<file path="config.mk">
export PLATFORM = sky130hd
export DESIGN_NAME = boot_capability_readiness_tracker
export DESIGN_NICKNAME = d
export VERILOG_FILES = /design/src/rtl/core/bcrt_pkg.sv /design/src/rtl/core/bcrt_state.sv /design/src/rtl/core/bcrt_summary.sv /design/src/rtl/core/boot_capability_readiness_tracker.sv
export SDC_FILE = /design/constraint.sdc
export NUM_CORES = 1
export LEC_CHECK = 0
export ABC_AREA = 1
export ABC_CLOCK_PERIOD_IN_PS = 2200
export BUFFER_PORTS_ARGS = -buffer_cell sky130_fd_sc_hd__buf_2
export CAP_MARGIN = 20
export CORE_AREA = 8 8 143 178
export DETAILED_ROUTE_END_ITERATION = 12
export DIE_AREA = 0 0 151 186
export HOLD_SLACK_MARGIN = 0.05
export PLACE_DENSITY = 0.54
export SLEW_MARGIN = 10
export SYNTH_ARGS = -nofsm -noshare
export SYNTH_HDL_FRONTEND = slang
export SYNTH_HIERARCHICAL = 1
export SYNTH_SLANG_ARGS = --single-unit
export TNS_END_PERCENT = 50
</file>
<file path="constraint.sdc">
create_clock -name clk -period 2.2 [get_ports clk]
set_clock_uncertainty 0.15 [all_clocks]
set_input_delay 0.11 -clock clk [delete_from_list [all_inputs] [get_ports clk]]
set_output_delay 0.11 -clock clk [all_outputs]
set_load 0.03 [all_outputs]
</file>
<file path="src/rtl/core/bcrt_pkg.sv">
// ----------------------------------------------------------------------------
// bcrt_pkg
// Shared types, codes and helper functions for the boot capability
// readiness tracker.
// ----------------------------------------------------------------------------
package bcrt_pkg;

    localparam int CAPS       = 14;
    localparam int SEQ_BITS   = 16;
    localparam int REQ_W      = 2 * CAPS;
    localparam int CAP_IDX_W  = $clog2(CAPS);

    // operation codes
    localparam logic [2:0] OP_BEGIN    = 3'd0;
    localparam logic [2:0] OP_RECORD   = 3'd1;
    localparam logic [2:0] OP_COMPLETE = 3'd2;
    localparam logic [2:0] OP_MARK_RUN = 3'd3;
    localparam logic [2:0] OP_CLEAR    = 3'd4;

    // requirement codes
    localparam logic [1:0] REQ_DISABLED = 2'd0;
    localparam logic [1:0] REQ_OPTIONAL = 2'd1;

    // outcome codes
    localparam logic [1:0] OUT_READY       = 2'd0;
    localparam logic [1:0] OUT_DEGRADED    = 2'd1;
    localparam logic [1:0] OUT_UNAVAILABLE = 2'd2;
    localparam logic [1:0] OUT_FATAL       = 2'd3;

    typedef struct packed {
        logic [2:0] operation;
        logic [3:0] phase_id;
        logic [3:0] capability_id;
        logic [1:0] reported_outcome;
    } bcrt_in_t;

    typedef struct packed {
        logic                accepted;
        logic                order_ok;
        logic                in_phase;
        logic                running;
        logic [3:0]          current_phase;
        logic [SEQ_BITS-1:0] step_count;
        logic                may_run;
        logic                any_degraded;
        logic                any_fatal;
        logic [1:0]          overall;
        logic                entry_seen;
        logic [1:0]          entry_result;
    } bcrt_out_t;

    // tracking state snapshot
    typedef struct packed {
        logic [CAPS-1:0][1:0] outcome;
        logic [CAPS-1:0]      seen;
        logic [3:0]           open_phase;
        logic                 phase_open;
        logic                 order_ok;
        logic                 running;
        logic [SEQ_BITS-1:0]  seq;
    } bcrt_track_t;

    // per-item status handed from the update stage to the summary stage
    typedef struct packed {
        logic       valid;
        logic       accepted;
        logic [3:0] capability_id;
    } bcrt_step_t;

    function automatic logic allows_run(input logic [1:0] req, input logic seen,
                                        input logic [1:0] oc);
        logic ok;
        if (req == REQ_DISABLED)
            ok = 1'b1;
        else if (!seen)
            ok = 1'b0;
        else if (req == REQ_OPTIONAL)
            ok = (oc == OUT_READY) || (oc == OUT_DEGRADED);
        else
            ok = (oc == OUT_READY);
        return ok;
    endfunction

    function automatic logic is_fatal(input logic seen, input logic [1:0] oc);
        return seen && (oc == OUT_FATAL);
    endfunction

    function automatic logic is_degraded(input logic [1:0] req, input logic seen,
                                         input logic [1:0] oc);
        return (req == REQ_OPTIONAL) && seen && (oc == OUT_DEGRADED);
    endfunction

endpackage

</file>
<file path="src/rtl/core/bcrt_state.sv">
// ----------------------------------------------------------------------------
// bcrt_state
// Tracking state and its registered update for each registered operation.
// ----------------------------------------------------------------------------
module bcrt_state (
    input  logic                              clk,
    input  logic                              rst_n,
    input  logic                              in_valid,
    input  bcrt_pkg::bcrt_in_t                in_item,
    input  logic [bcrt_pkg::REQ_W-1:0]        req_codes,
    output bcrt_pkg::bcrt_track_t             track,
    output bcrt_pkg::bcrt_step_t              step
);

    bcrt_pkg::bcrt_track_t track_reg;
    bcrt_pkg::bcrt_track_t track_next;
    bcrt_pkg::bcrt_step_t  step_reg;
    bcrt_pkg::bcrt_step_t  step_next;

    logic                            cap_valid;
    logic [bcrt_pkg::CAP_IDX_W-1:0]  cap_idx;
    logic [1:0]                      cap_req;
    logic                            all_ok;
    logic                            can_run;
    logic                            acc;
    logic [bcrt_pkg::SEQ_BITS-1:0]   seq_inc;

    assign cap_valid = 32'(in_item.capability_id) < bcrt_pkg::CAPS;
    assign cap_idx   = in_item.capability_id[bcrt_pkg::CAP_IDX_W-1:0];
    assign cap_req   = cap_valid ? req_codes[2*cap_idx +: 2] : bcrt_pkg::REQ_DISABLED;
    assign seq_inc   = track_reg.seq + 1'b1;

    always_comb
    begin
        all_ok = 1'b1;
        for (int i = 0; i < bcrt_pkg::CAPS; i++)
        begin
            if (!bcrt_pkg::allows_run(req_codes[2*i +: 2], track_reg.seen[i],
                                      track_reg.outcome[i]))
                all_ok = 1'b0;
        end
    end

    assign can_run = track_reg.order_ok && !track_reg.phase_open &&
                     !track_reg.running && all_ok;

    always_comb
    begin
        track_next = track_reg;
        acc        = 1'b0;
        if (in_valid)
        begin
            case (in_item.operation)
                bcrt_pkg::OP_BEGIN:
                begin
                    track_next.seq = seq_inc;
                    if (track_reg.phase_open || track_reg.running)
                        track_next.order_ok = 1'b0;
                    else
                    begin
                        track_next.open_phase = in_item.phase_id;
                        track_next.phase_open = 1'b1;
                        acc = 1'b1;
                    end
                end
                bcrt_pkg::OP_RECORD:
                begin
                    if (cap_valid)
                    begin
                        track_next.seq = seq_inc;
                        if (!track_reg.phase_open || track_reg.running ||
                            cap_req == bcrt_pkg::REQ_DISABLED)
                            track_next.order_ok = 1'b0;
                        else
                        begin
                            track_next.outcome[cap_idx] = in_item.reported_outcome;
                            track_next.seen[cap_idx]    = 1'b1;
                            acc = 1'b1;
                        end
                    end
                end
                bcrt_pkg::OP_COMPLETE:
                begin
                    track_next.seq = seq_inc;
                    if (!track_reg.phase_open || track_reg.running ||
                        track_reg.open_phase != in_item.phase_id)
                        track_next.order_ok = 1'b0;
                    else
                    begin
                        track_next.phase_open = 1'b0;
                        acc = 1'b1;
                    end
                end
                bcrt_pkg::OP_MARK_RUN:
                begin
                    if (can_run)
                    begin
                        track_next.seq     = seq_inc;
                        track_next.running = 1'b1;
                        acc = 1'b1;
                    end
                end
                bcrt_pkg::OP_CLEAR:
                begin
                    track_next            = '0;
                    track_next.order_ok   = 1'b1;
                    track_next.seq        = seq_inc;
                    acc = 1'b1;
                end
                default:
                begin
                    acc = 1'b0;
                end
            endcase
        end
    end

    always_comb
    begin
        step_next.valid         = in_valid;
        step_next.accepted      = acc;
        step_next.capability_id = in_item.capability_id;
    end

    always_ff @(posedge clk or negedge rst_n)
    begin
        if (!rst_n)
        begin
            track_reg          <= '0;
            track_reg.order_ok <= 1'b1;
            step_reg           <= '0;
        end
        else
        begin
            track_reg <= track_next;
            step_reg  <= step_next;
        end
    end

    assign track = track_reg;
    assign step  = step_reg;

`ifndef SYNTHESIS
    // counter moves by one at most per operation
    a_seq_step: assert property (@(posedge clk) disable iff (!rst_n)
        1'b1 |=> (track_reg.seq == $past(track_reg.seq)) ||
                 (track_reg.seq == bcrt_pkg::SEQ_BITS'($past(track_reg.seq) + 1'b1)))
        else $error("sequence counter jumped");

    // no operation, no state change
    a_idle_hold: assert property (@(posedge clk) disable iff (!rst_n)
        !in_valid |=> $stable(track_reg))
        else $error("tracking state changed without an operation");

    // a granted mark-run leaves the block running
    a_run_set: assert property (@(posedge clk) disable iff (!rst_n)
        in_valid && in_item.operation == bcrt_pkg::OP_MARK_RUN && can_run
        |=> track_reg.running && step_reg.accepted)
        else $error("mark run granted but not running");

    // rejected operation never opens a phase
    a_reject_phase: assert property (@(posedge clk) disable iff (!rst_n)
        in_valid && !acc && !track_reg.phase_open |=> !track_reg.phase_open)
        else $error("rejected operation opened a phase");
`endif

endmodule

</file>
<file path="src/rtl/core/bcrt_summary.sv">
// ----------------------------------------------------------------------------
// bcrt_summary
// Readiness summaries over all capabilities and the result register.
// ----------------------------------------------------------------------------
module bcrt_summary (
    input  logic                              clk,
    input  logic                              rst_n,
    input  bcrt_pkg::bcrt_track_t             track,
    input  bcrt_pkg::bcrt_step_t              step,
    input  logic [bcrt_pkg::REQ_W-1:0]        req_codes,
    output logic                              done,
    output bcrt_pkg::bcrt_out_t               result
);

    bcrt_pkg::bcrt_out_t             result_reg;
    bcrt_pkg::bcrt_out_t             result_next;
    logic                            done_reg;

    logic                            deg;
    logic                            fat;
    logic                            all_ok;
    logic [1:0]                      scan;
    logic                            cap_valid;
    logic [bcrt_pkg::CAP_IDX_W-1:0]  cap_idx;

    assign cap_valid = 32'(step.capability_id) < bcrt_pkg::CAPS;
    assign cap_idx   = step.capability_id[bcrt_pkg::CAP_IDX_W-1:0];

    // scanned from the top so the lowest failing entry decides
    always_comb
    begin
        deg    = 1'b0;
        fat    = 1'b0;
        all_ok = 1'b1;
        for (int i = 0; i < bcrt_pkg::CAPS; i++)
        begin
            if (bcrt_pkg::is_degraded(req_codes[2*i +: 2], track.seen[i], track.outcome[i]))
                deg = 1'b1;
            if (bcrt_pkg::is_fatal(track.seen[i], track.outcome[i]))
                fat = 1'b1;
            if (!bcrt_pkg::allows_run(req_codes[2*i +: 2], track.seen[i], track.outcome[i]))
                all_ok = 1'b0;
        end
        scan = deg ? bcrt_pkg::OUT_DEGRADED : bcrt_pkg::OUT_READY;
        for (int i = bcrt_pkg::CAPS - 1; i >= 0; i--)
        begin
            if (bcrt_pkg::is_fatal(track.seen[i], track.outcome[i]))
                scan = bcrt_pkg::OUT_FATAL;
            else if (!bcrt_pkg::allows_run(req_codes[2*i +: 2], track.seen[i],
                                           track.outcome[i]))
                scan = bcrt_pkg::OUT_UNAVAILABLE;
        end
    end

    always_comb
    begin
        result_next.accepted      = step.accepted;
        result_next.order_ok      = track.order_ok;
        result_next.in_phase      = track.phase_open;
        result_next.running       = track.running;
        result_next.current_phase = track.open_phase;
        result_next.step_count    = track.seq;
        result_next.may_run       = track.order_ok && !track.phase_open &&
                                    !track.running && all_ok;
        result_next.any_degraded  = deg;
        result_next.any_fatal     = fat;
        result_next.overall       = track.order_ok ? scan : bcrt_pkg::OUT_UNAVAILABLE;
        result_next.entry_seen    = cap_valid ? track.seen[cap_idx] : 1'b0;
        result_next.entry_result  = cap_valid ? track.outcome[cap_idx] : bcrt_pkg::OUT_READY;
    end

    always_ff @(posedge clk or negedge rst_n)
    begin
        if (!rst_n)
            done_reg <= 1'b0;
        else
            done_reg <= step.valid;
    end

    always_ff @(posedge clk)
    begin
        result_reg <= result_next;
    end

    assign done   = done_reg;
    assign result = result_reg;

endmodule

</file>
<file path="src/rtl/core/boot_capability_readiness_tracker.sv">
// ----------------------------------------------------------------------------
// boot_capability_readiness_tracker
// Boot phase and capability outcome tracker with an apb requirement register.
// ----------------------------------------------------------------------------

// One operation is taken on every clock at which start is high; busy never
// rises, so a new operation may follow in the very next cycle. Each operation
// yields exactly one result, shown on result with done high for a single
// cycle, after passing the input register, state update and summary
// register. The receiver cannot stall, so results must be captured
// when done is high. Throughput is one operation per clock, set by the state
// update stage, which reads and rewrites the tracking state.
// The requirement codes live at byte address 0 of the apb port and should
// only be written while no operation is in flight.
module boot_capability_readiness_tracker (
    input  logic                 clk,
    input  logic                 rst_n,
    // operation channel
    input  logic                 start,
    output logic                 busy,
    input  bcrt_pkg::bcrt_in_t   item,
    // result channel
    output logic                 done,
    output bcrt_pkg::bcrt_out_t  result,
    // configuration port
    input  logic                 psel,
    input  logic                 penable,
    input  logic                 pwrite,
    input  logic [2:0]           paddr,
    input  logic [31:0]          pwdata,
    output logic [31:0]          prdata,
    output logic                 pready
);

    // requirement register, two bits per capability
    logic [bcrt_pkg::REQ_W-1:0] req_reg;
    logic                       cfg_write;
    logic                       reg_sel;

    // input register
    logic                       valid_reg;
    bcrt_pkg::bcrt_in_t         item_reg;

    bcrt_pkg::bcrt_track_t      track;
    bcrt_pkg::bcrt_step_t       step;

    // every cycle can take a transfer
    assign busy   = 1'b0;
    assign pready = 1'b1;

    // word decode, byte lanes ignored
    assign reg_sel   = (paddr[2] == 1'b0);
    assign cfg_write = psel && penable && pwrite && reg_sel;
    assign prdata    = reg_sel ? 32'(req_reg) : 32'd0;

    always_ff @(posedge clk or negedge rst_n)
    begin
        if (!rst_n)
            req_reg <= '0;
        else if (cfg_write)
            req_reg <= pwdata[bcrt_pkg::REQ_W-1:0];
    end

    // capture the operation, valid flag resets, payload does not
    always_ff @(posedge clk or negedge rst_n)
    begin
        if (!rst_n)
            valid_reg <= 1'b0;
        else
            valid_reg <= start && !busy;
    end

    always_ff @(posedge clk)
    begin
        item_reg <= item;
    end

    // state update stage
    bcrt_state u_state (
        .clk       (clk),
        .rst_n     (rst_n),
        .in_valid  (valid_reg),
        .in_item   (item_reg),
        .req_codes (req_reg),
        .track     (track),
        .step      (step)
    );

    // summaries and result register
    bcrt_summary u_summary (
        .clk       (clk),
        .rst_n     (rst_n),
        .track     (track),
        .step      (step),
        .req_codes (req_reg),
        .done      (done),
        .result    (result)
    );

`ifndef SYNTHESIS
    // every accepted operation produces its result
    a_result_follows: assert property (@(posedge clk) disable iff (!rst_n)
        start && !busy |-> ##3 done)
        else $error("operation transfer without a result");
`endif

endmodule
</file>
==> results of run 1 <==
==> power breakdown <==
group	total [mW]	leakage [nW]	switching, mW	internal, mW
sequential	3.32	1.70	0.308	3.01
combinational	2.45	3.42	1.47	0.984
clock	3.01	0.299	1.31	1.70
total	8.78	5.42	3.09	5.69
==> synth_stat cells (all sizes together) <==
master,n,area (um^2)
nand4,38,238
o21ai,99,495
o31ai,1,7.51
a21oi,33,180
clkbuf,15,56.3
o22ai,9,56.3
nor4,4,25.0
inv,153,574
o21bai,2,15.0
dfxtp,45,901
nor2,121,464
dfrtp,100,2500
or2,2,12.5
a21boi,1,7.51
nor3,14,75.1
a22oi,1,7.51
xor2,9,78.8
o211ai,4,30.0
nand3,95,521
nor3b,2,20.0
a211oi,1,7.51
nand2,285,1120
buf,28,206
ha,1,12.5
a31oi,1,6.26
dfstp,1,26.3
conb,2,7.51
xnor2,8,70.1
and2,1,6.26
nand3b,4,30.0
==> placed cells by master, fill, tap and decap left out, types with 13 or more instances in the layout <==
master         instances
nand2_1              262
inv_1                141
buf_4                129
buf_2                107
nor2_1               105
dfrtp_1              100
nand3_1               83
o21ai_0               79
dlygate4sd3_1         47
dfxtp_1               43
nand4_1               38
a21oi_1               31
clkbuf_16             21
nand2_2               19
o21ai_1               17
nor2_2                14
nor3_1                13
==> worst paths after layout <==
path,startpoint,end,slack [ns]
max in group asynchronous,rst_n,req_reg[11],1.46
setup / recovery,req_reg[25],u_summary/result[3],-0.08
min in group asynchronous,rst_n,u_state/track[22],0.11
hold / removal,paddr[2],req_reg[6],0.08
hold reg to reg,u_state/step[4],u_summary/result[31],0.19
setup reg to reg,req_reg[25],u_summary/result[3],-0.08
==> area by class of cell <==
class	count	area, um^2	share of cell area
tap	288	360	0.0333
multi-input combinational	743	3660	0.338
timing repair buffer	293	2170	0.201
sequential	146	3430	0.318
clock inverter	13	156	0.0145
clock buffer	19	454	0.0420
inverter	153	574	0.0531
==> per-stage QoR <==
stage	hold slack [ns]	setup TNS (ns)	cell area (um^2)	instances	setup WS, ns
final	0.0841	-0.345	10800	1655	-0.0778
after floorplan	-0.336	0	7780	1084	0.284
after global routing	0.103	-2.41	10800	1655	-0.178
after global placement	0.0306	-0.0485	9350	1553	-0.0392
after detailed placement	0.0385	0	9350	1553	0.00553
after CTS	0.0686	-0.0147	10500	1637	-0.0147
==> cell families after synthesis <==
group	count (synthesis)
adders and majority gates	1
and+or+nand+nor	566
buffers and inverters	196
xor gates and xnor gates	17
other	2
AOI/OAI and AO/OA	152
DFF	146
==> worst reg2reg max path: stages, from the launching register on <==
cell and delay, ns:
dfrtp_1 0.41, inv_2 0.06, nand3_2 0.07, nor2_1 0.04
nor2_1 0.14, nand2_1 0.11, nor2_2 0.13, nand2_2 0.05
nand2_1 0.06, nand2_1 0.04, nand2_1 0.06, nand2_1 0.05
nand2_1 0.05, nand2_1 0.05, nand2_1 0.05, nand2_1 0.05
nand2_1 0.05, nand2_1 0.05, nand2_1 0.05, nand2_1 0.05
nand2_1 0.07, nand2_1 0.06, nand2_1 0.08, nand2_1 0.06
nand2_1 0.09, a21oi_2 0.05
==> routing by layer <==
layer	part of all wire	wire length [um]	vias up	GRT usage
met4	0.026	673	0	0.0690
met5	0	0	-	0
met3	0.060	1550	43	0.0338
met2	0.48	12400	273	0.303
li1	-	-	4011	-
met1	0.43	11200	3787	0.231
==> repair_timing <==
| action | 4_1_cts | 5_1_grt |
|---|---|---|
| pin swaps | 6 | 20 |
| cloned | 0 | 5 |
| setup endpoints to repair | 3 | 61 |
| resized for setup | 3 | 45 |
| hold buffers | 47 | 0 |
| endpoints found under the hold margin | 143 | 0 |
| buffers inserted | 5 | 13 |
==> summary.md, run 1 <==
| Metric | Value |
|---|---|
| Cell mode on critical path | `nand2_1` |
| TritonCTS buffer count | `17` |
| Xor/xnor share of the synthesized area | `0.0192` |
| Share of cells above drive strength 1 | `0.261` |
| Total Routing Usage GR | `0.183` |
| Final WL | `25900 um` |
| Final Util | `0.477` |
| Buf+Inv Stages, Crit Path | `1` |
| Initial antenna violation count | `0` |
| Worst Path Required | `approximately 2.4 ns` |
| Period minus WS final | `2.28 ns` |
| ANT cells | `0` |
| Slowest stage delay, CP | `0.41 ns` |
| Final worst-path setup slack | `-0.0778 ns` |
| Status | `finished with violations` |
| Worst Reg2Reg Path Length in Cells | `25` |
| Post-synthesis cell type count | `44` |
| Avg Cell Area, Syn | `just over 7 um^2` |
| DR iter-0 viols | `577` |
| Mapped Area | `7760 um^2` |
| H-tree Lvls | `4` |
| Clk slew on worst S/H paths | `0.07 ns` |
| Crit path depth | `25` |
| Worst Hold Class | `input pin to register` |
| Total iterations of the first detailed-routing run | `6` |
| Root Buffer Master | `clkbuf_16` |
| Maximum clock path buffer count | `2` |
| RePlAce Congestion | `0.914` |
| Post-Synth Simple-Gate Area | `0.324` |
| Global-route wire length before repair | `39800 um` |
| Slew Limit Fails | `0` |
| Final Cycle Share | `1.04` |
| Num rows | `62` |
| Post-synthesis compound-gate area fraction | `0.105` |
| Nets | `1409` |
| Worst hold path depth | `5` |
| Max_cap viols | `0` |
| Worst skew pair latency | `0.43 ns` |
| Leakage | `5.42 nW` |
| Total congestion overflow | `0` |
| Vias post-DR | `~8100` |
| Crit path kind | `register to register` |
| Post-synthesis sequential area ratio | `0.442` |
| Die Span X | `roughly 150 um` |
| Io pins | `121` |
| Largest net degree at the start of global routing | `71` |
| Vias in the first global route | `roughly 7600` |
| Number of remaining DRC errors | `0` |
| CP Max Fanout | `3` |
| Dpl hpwl | `18900 um` |
| Synth Instances | `around 1100` |
| Initial Util | `0.343` |
| Setup crit start kind | `register` |
| Fillers | `2290` |
| TritonCTS clock tree | `built` |
| CP top delay family | `simple AND/OR/NAND/NOR gates` |
| Mux contribution to synthesized area | `0` |
| Largest register FFs | `65` |
| CP arrival | `2.44 ns` |
| Post-route ant nets | `0` |
| P&R area growth vs syn | `39.2%` |
| Yosys reg bits | `146` |
| Sink Count | `146` |
| Failing checks | `negative setup slack` |
| Core area | `around 23000 um^2` |
| Vias/cell | `4.90` |
| Final setup viols | `12` |
| Die height | `approximately 190 um` |
| Slowest-stage cell, CP | `dfrtp_1` |
| Crit. End Element | `register` |
| Final Hold Vio Count | `0` |
| IO buf count | `108` |
| Post-Synth Adder-Cell Area | `0.00161` |
| Worst Max-Slew Pin Slew | `0.569 ns` |
| Yosys Warn Count | `6` |
| Slew headroom | `0.618` |
| Fmax | `439 MHz` |
| Max VDD drop | `about 0.00055 V` |
| RSZ-0062 raised after global routing | `true` |
| DIE AREA | `28100 um^2` |
| Routed length per instance | `15.6 um` |
| Total chip power | `8.78 mW` |
| Pwr per Cell Area | `slightly above 800 nW/um^2` |
| Main combinational cell family by area after synthesis | `simple AND/OR/NAND/NOR gates` |
Note: power is estimated with default switching activity, not from simulation.
==> inputs of run 2 (changes only) <==
--- a/config.mk
+++ b/config.mk
@@ -9,11 +9,11 @@
 export ABC_CLOCK_PERIOD_IN_PS = 2200
 export BUFFER_PORTS_ARGS = -buffer_cell sky130_fd_sc_hd__buf_2
 export CAP_MARGIN = 20
-export CORE_AREA = 8 8 143 178
+export CORE_AREA = 8 8 123 154
 export DETAILED_ROUTE_END_ITERATION = 12
-export DIE_AREA = 0 0 151 186
+export DIE_AREA = 0 0 131 162
 export HOLD_SLACK_MARGIN = 0.05
-export PLACE_DENSITY = 0.54
+export PLACE_DENSITY = 0.69
 export SLEW_MARGIN = 10
 export SYNTH_ARGS = -nofsm -noshare
 export SYNTH_HDL_FRONTEND = slang
==> summary.md, run 2 (same netlist as run 1, synthesis figures left out) <==
| Metric | Value |
|---|---|
| Clk slew on worst S/H paths | `0.06 ns (was 0.07 ns)` |
| Worst Path Required | `2.36 ns (about the same)` |
| Max Used Layer | `met4 (unchanged)` |
| FF-to-FF Start | `u_state/track[42] (was req_reg[25])` |
| Total congestion overflow | `0 (unchanged)` |
| Largest net degree at the start of global routing | `44 (was 71)` |
| RePlAce Congestion | `0.953 (was 0.914)` |
| Slew Limit Fails | `0 (unchanged)` |
| Final WL | `23600 um (was 25900 um)` |
| Vias/cell | `5.11 (was 4.90)` |
| TritonCTS buffer count | `17 (unchanged)` |
| Vias post-DR | `7960 (was 8114)` |
| Worst Hold Class | `input pin to asynchronous set/reset pin (was input pin to register)` |
| Number of remaining DRC errors | `0 (unchanged)` |
| R2r endpoint | `u_summary/result[3] (unchanged)` |
| Max_cap viols | `0 (unchanged)` |
| Maximum clock path buffer count | `2 (unchanged)` |
| Worst Reg2Reg Path Length in Cells | `25 (unchanged)` |
| CP Max Fanout | `2 (was 3)` |
| Period minus WS final | `2.16 ns (was 2.28 ns)` |
| Root Buffer Master | `clkbuf_16 (unchanged)` |
| Met2 WL | `11000 um (was 12400 um)` |
| Crit path kind | `register to register (unchanged)` |
| Nets | `1380 (was 1409)` |
| Die Span X | `131 um (was 151 um)` |
| DIE AREA | `21200 um^2 (was 28100 um^2)` |
| Final worst-path setup slack | `0.0421 ns (was -0.0778 ns)` |
| P&R area growth vs syn | `32.8% (was 39.2%)` |
| Sink Count | `146 (unchanged)` |
| IO buf count | `108 (unchanged)` |
| Slew headroom | `0.596 (was 0.618)` |
| Die height | `162 um (was 186 um)` |
| DR iter-0 viols | `682 (was 577)` |
| Leakage | `5.21 nW (was 5.42 nW)` |
| Pwr per Cell Area | `811 nW/um^2 (was 812 nW/um^2)` |
| Setup crit start kind | `register (unchanged)` |
| Initial antenna violation count | `0 (unchanged)` |
| Io pins | `121 (unchanged)` |
| Core area | `16500 um^2 (was 22700 um^2)` |
| Reg-to-reg setup timing slack | `0.04 ns (was -0.08 ns)` |
| Commonest non-fill, non-tap cell in the layout | `nand2_1 (unchanged)` |
| Largest register FFs | `65 (unchanged)` |
| ANT cells | `0 (unchanged)` |
| Post-route ant nets | `0 (unchanged)` |
| Initial Util | `0.470 (was 0.343)` |
| M1 wire length | `10100 um (was 11200 um)` |
| H-tree Lvls | `4 (unchanged)` |
| Worst skew pair latency | `0.42 ns (was 0.43 ns)` |
| CP arrival | `2.32 ns (was 2.44 ns)` |
| Dpl hpwl | `17400 um (was 18900 um)` |
| Commonest non-fill, non-tap cells in the layout | `nand2_1, inv_1, nor2_1 (was nand2_1, inv_1, buf_4)` |
| Metal3 WL | `1530 um (was 1550 um)` |
| TritonCTS clock tree | `built (unchanged)` |
| Num rows | `53 (was 62)` |
| Worst Max-Slew Pin Slew | `0.600 ns (was 0.569 ns)` |
| Final setup viols | `0 (was 12)` |
| Final Hold Vio Count | `0 (unchanged)` |
| Fillers | `1476 (was 2290)` |
| Final Cycle Share | `0.981 (was 1.04)` |
| Crit. End Element | `register (unchanged)` |
| Global-route wire length before repair | `37100 um (was 39800 um)` |
| Fmax | `463 MHz (was 439 MHz)` |
| Share of cells above drive strength 1 | `0.230 (was 0.261)` |
| Final Util | `0.625 (was 0.477)` |
| Status | `finished, final reports clean (was finished with violations)` |
| Routed length per instance | `15.2 um (was 15.6 um)` |
| Pre-CTS setup slack | `0.0151 ns (was 0.00553 ns)` |
| Total iterations of the first detailed-routing run | `6 (unchanged)` |
| RSZ-0062 raised after global routing | `true (unchanged)` |
| Total Routing Usage GR | `0.222 (was 0.183)` |
| Vias in the first global route | `7368 (was 7639)` |
| Max VDD drop | `0.000552 V (was 0.000553 V)` |
[run 2: cell types whose count changed in the layout (fill, tap and decap cells not counted), sizes merged]
cell         change
nand2            +1
clkbuf           -2
buf             -25
dlygate4sd3      -2
clkinvlp         +4
inv              -5
[run 2: report_power, final]
| part | internal (mW) | switching [mW] | total (mW) |
|---|---|---|---|
| clock network | 1.64 | 1.17 | 2.80 |
| logic | 0.862 | 1.40 | 2.26 |
| registers | 3.02 | 0.285 | 3.30 |
| total | 5.52 | 2.85 | 8.37 |
[run 2: critical path, stage by stage (launching register included)]
cell and delay, ns:
dfrtp_1 0.41, nor2_1 0.06, nand2_1 0.06, nor2_1 0.04
nor2_1 0.12, nand2_1 0.08, nor2_1 0.11, nand2_2 0.07
nand2_1 0.05, nand2_1 0.04, nand2_1 0.06, nand2_1 0.05
nand2_1 0.05, nand2_1 0.05, nand2_1 0.05, nand2_1 0.05
nand2_1 0.06, nand2_1 0.05, nand2_1 0.05, nand2_1 0.05
nand2_1 0.06, nand2_1 0.05, nand2_1 0.05, nand2_1 0.06
nand2_1 0.08, a21oi_2 0.05
[run 2: area by class of cell]
cell class	count	area, um^2	area share
multi-input cells	744	3570	0.346
flip-flops and latches	146	3440	0.333
repair buffers	263	1880	0.182
inverters	153	574	0.0557
clock buffers	20	457	0.0443
well taps	220	275	0.0267
clock inverters	12	123	0.0119
[run 2: routing by layer]
metal | track usage | up-vias
li1 | - | 3941
met1 | 0.284 | 3600
met2 | 0.359 | 345
met3 | 0.0348 | 74
met4 | 0.103 | 0
met5 | 0 | -
[run 2: repair_timing]
item | CTS | global route
gates cloned | 0 | 2
hold buffers | 45 | 0
buffers inserted | 0 | 3
gates resized for setup | 1 | 22
setup endpoints to repair | 1 | 49
endpoints found under the hold margin | 142 | 0
pin swaps | 0 | 6
[run 2: metrics by stage]
stage	instance area, um^2	std cells	power [mW]	hold WS (ns)	setup TNS [ns]
after floorplan	7780	1084	4.57	-0.336	0
after global placement	9170	1474	5.44	-0.0417	0
after detailed placement	9200	1476	5.48	-0.0401	0
after CTS	10200	1553	8.37	0.0504	0
after global routing	10300	1558	8.80	0.0958	-0.147
final	10300	1558	8.37	0.0463	0
[run 2: worst max-delay path by stage]
stage | cells past startpoint | start | to
floorplan | 25 | req_reg[25] | u_summary/result[3]
global placement | 25 | u_state/track[40] | u_summary/result[3]
CTS | 25 | req_reg[25] | u_summary/result[3]
detailed placement | 25 | u_state/track[40] | u_summary/result[3]
finish | 25 | u_state/track[42] | u_summary/result[3]
global route | 25 | u_state/track[42] | u_summary/result[3]
==> inputs of run 3 (changes only) <==
--- a/config.mk
+++ b/config.mk
@@ -10,6 +10,7 @@
 export BUFFER_PORTS_ARGS = -buffer_cell sky130_fd_sc_hd__buf_2
 export CAP_MARGIN = 20
 export CORE_AREA = 8 8 123 154
+export CTS_BUF_LIST = sky130_fd_sc_hd__clkbuf_16
 export DETAILED_ROUTE_END_ITERATION = 12
 export DIE_AREA = 0 0 131 162
 export HOLD_SLACK_MARGIN = 0.05
==> summary.md, run 3 (same netlist as run 1, synthesis figures left out) <==
| Metric | Value |
|---|---|
| Root Buffer Master | `clkbuf_16 (unchanged)` |
| Commonest non-fill, non-tap cells in the layout | `nand2_1, inv_1, nor2_1 (unchanged)` |
| Core area | `16500 um^2 (unchanged)` |
| Vias in the first global route | `7382 (was 7368)` |
| Worst Max-Slew Pin Slew | `0.564 ns (was 0.600 ns)` |
| Total Routing Usage GR | `0.222 (about the same)` |
| Die height | `162 um (unchanged)` |
| Clock share of power | `0.330 (was 0.335)` |
| Final setup viols | `0 (unchanged)` |
| Fmax | `463 MHz (about the same)` |
| H-tree Lvls | `4 (unchanged)` |
| Setup TNS Final | `0 ns (unchanged)` |
| Commonest non-fill, non-tap cell in the layout | `nand2_1 (unchanged)` |
| Final Hold Vio Count | `0 (unchanged)` |
| Worst skew pair latency | `0.42 ns (about the same)` |
| Final Cycle Share | `0.983 (was 0.981)` |
| Reg-to-reg setup timing slack | `0.04 ns (about the same)` |
| Slew Limit Fails | `0 (unchanged)` |
| Vias/cell | `5.09 (was 5.11)` |
| Seq pwr share | `0.398 (was 0.395)` |
| DR iter-0 viols | `636 (was 682)` |
| Total congestion overflow | `0 (unchanged)` |
| CP arrival | `2.32 ns (about the same)` |
| Post-route ant nets | `0 (unchanged)` |
| Worst Hold Class | `input pin to asynchronous set/reset pin (unchanged)` |
| Fillers | `1476 (unchanged)` |
| RSZ-0062 raised after global routing | `true (unchanged)` |
| Slew headroom | `0.621 (was 0.596)` |
| Num rows | `53 (unchanged)` |
| Number of remaining DRC errors | `0 (unchanged)` |
| Critical Path Source | `u_state/track[41] (was u_state/track[42])` |
| FF-to-FF Start | `u_state/track[41] (was u_state/track[42])` |
| Largest net degree at the start of global routing | `44 (unchanged)` |
| RePlAce Congestion | `0.953 (unchanged)` |
| Status | `finished, final reports clean (unchanged)` |
| DIE AREA | `21200 um^2 (unchanged)` |
| Routed length per instance | `15.2 um (about the same)` |
| Initial Util | `0.470 (unchanged)` |
| IO buf count | `108 (unchanged)` |
| Largest register FFs | `65 (unchanged)` |
| TritonCTS buffer count | `17 (unchanged)` |
| Max_cap viols | `0 (unchanged)` |
| Maximum clock path buffer count | `2 (unchanged)` |
| Min Hold Slack | `0.0458 ns (was 0.0463 ns)` |
| Sw Share | `0.344 (was 0.341)` |
| Io pins | `121 (unchanged)` |
| Share of cells above drive strength 1 | `0.229 (was 0.230)` |
| Final WL | `23700 um (was 23600 um)` |
| ANT cells | `0 (unchanged)` |
| Final non-filler cell total | `1558 (unchanged)` |
| Crit. End Element | `register (unchanged)` |
| Clk slew on worst S/H paths | `0.06 ns (about the same)` |
| Max VDD drop | `0.000556 V (was 0.000552 V)` |
| Die Span X | `131 um (unchanged)` |
| Total iterations of the first detailed-routing run | `6 (unchanged)` |
| TritonCTS clock tree | `built (unchanged)` |
| Pwr per Cell Area | `806 nW/um^2 (was 811 nW/um^2)` |
| Placed cells | `1476 (unchanged)` |
| Nets | `1380 (unchanged)` |
| P&R area growth vs syn | `32.6% (was 32.8%)` |
| Design Area, Final | `10300 um^2 (about the same)` |
| Period minus WS final | `2.16 ns (about the same)` |
| Worst Path Required | `2.36 ns (about the same)` |
| Sink Count | `146 (unchanged)` |
| Leakage | `5.20 nW (was 5.21 nW)` |
| P_int | `5.44 mW (was 5.52 mW)` |
| Vias post-DR | `7924 (was 7960)` |
| Area post-placement | `9200 um^2 (unchanged)` |
| Crit path kind | `register to register (unchanged)` |
| Dpl hpwl | `17400 um (unchanged)` |
| Combinational share of power | `0.272 (was 0.270)` |
| Setup crit start kind | `register (unchanged)` |
| CP Max Fanout | `2 (unchanged)` |
| Initial antenna violation count | `0 (unchanged)` |
| Global-route wire length before repair | `37000 um (was 37100 um)` |
| P_sw | `2.86 mW (was 2.85 mW)` |
run 3: cell count changes in the layout (fill, tap and decap cells not counted):
cell / delta
nor2_2: +1
clkinv_1: +2
inv_1: +1
nor2_1: -1
clkbuf_1: -1
o21ai_0: +1
clkbuf_8: -2
o21ai_1: -1
run 3: routing by layer:
metal  wire length, um  vias to the layer above  track usage
met5                 0                        -            0
met4              1010                        0        0.103
met3              1440                       76       0.0338
met2             11100                      320        0.359
met1             10200                     3590        0.284
li1                  -                     3938            -
run 3: repair_timing:
item	CTS	global route
hold buffers	45	0
gates resized for setup	1	22
setup buffers	0	3
endpoints found under the setup margin	1	48
hold endpoints to repair	142	0
pin swaps	0	5
cloned	0	2
run 3: final timing paths:
kind                            cells after the start              endpoint
max in group asynchronous                           3      u_state/track[1]
worst max register to register                     24   u_summary/result[3]
worst min register to register                      0  u_summary/result[31]
min in group clk                                    5            req_reg[3]
worst min-delay path                                2        u_summary/done
worst max-delay path                               24   u_summary/result[3]
run 3: cell type report:
| type | instances | area [um^2] | area share |
|---|---|---|---|
| Timing Repair Buffer | 263 | 1880 | 0.182 |
| Clock buffer | 17 | 425 | 0.0413 |
| Inverter | 153 | 574 | 0.0558 |
| Tap cell | 220 | 275 | 0.0267 |
| Multi-Input combinational cell | 744 | 3570 | 0.347 |
| Sequential cell | 146 | 3440 | 0.334 |
| Clock inverter | 15 | 134 | 0.0130 |
run 3: per-stage QoR:
step / worst slack (ns) / total power [mW] / util
2_1_floorplan: 0.284 / 4.57 / -
3_3_place_gp: 0.0135 / 5.44 / 0.556
3_5_place_dp: 0.0151 / 5.48 / 0.557
4_1_cts: 0.00885 / 8.29 / 0.618
5_1_grt: -0.147 / 8.73 / 0.624
6_report: 0.0381 / 8.30 / 0.624
run 3: worst max-delay path, stage by stage (launching register included):
cell,delay (ns)
dfrtp_1,0.38
nand2_1,0.13
nor2_1,0.06
nor2_1,0.11
nand2_1,0.09
nor2_1,0.12
nand2_2,0.07
nand2_1,0.05
nand2_1,0.04
nand2_1,0.06
nand2_1,0.05
nand2_1,0.05
nand2_1,0.05
nand2_1,0.05
nand2_1,0.05
nand2_1,0.06
nand2_1,0.05
nand2_1,0.06
nand2_1,0.05
nand2_1,0.06
nand2_1,0.05
nand2_1,0.05
nand2_1,0.06
nand2_1,0.08
a21oi_2,0.05
run 3: power groups by stage:
stage	Combinational, mW	Clock [mW]	Sequential, mW
finish	2.26	2.74	3.30
global route	2.48	2.90	3.35
CTS	2.21	2.79	3.29
detailed placement	2.14	0	3.34
global placement	2.11	0	3.33
floorplan	1.08	0	3.49
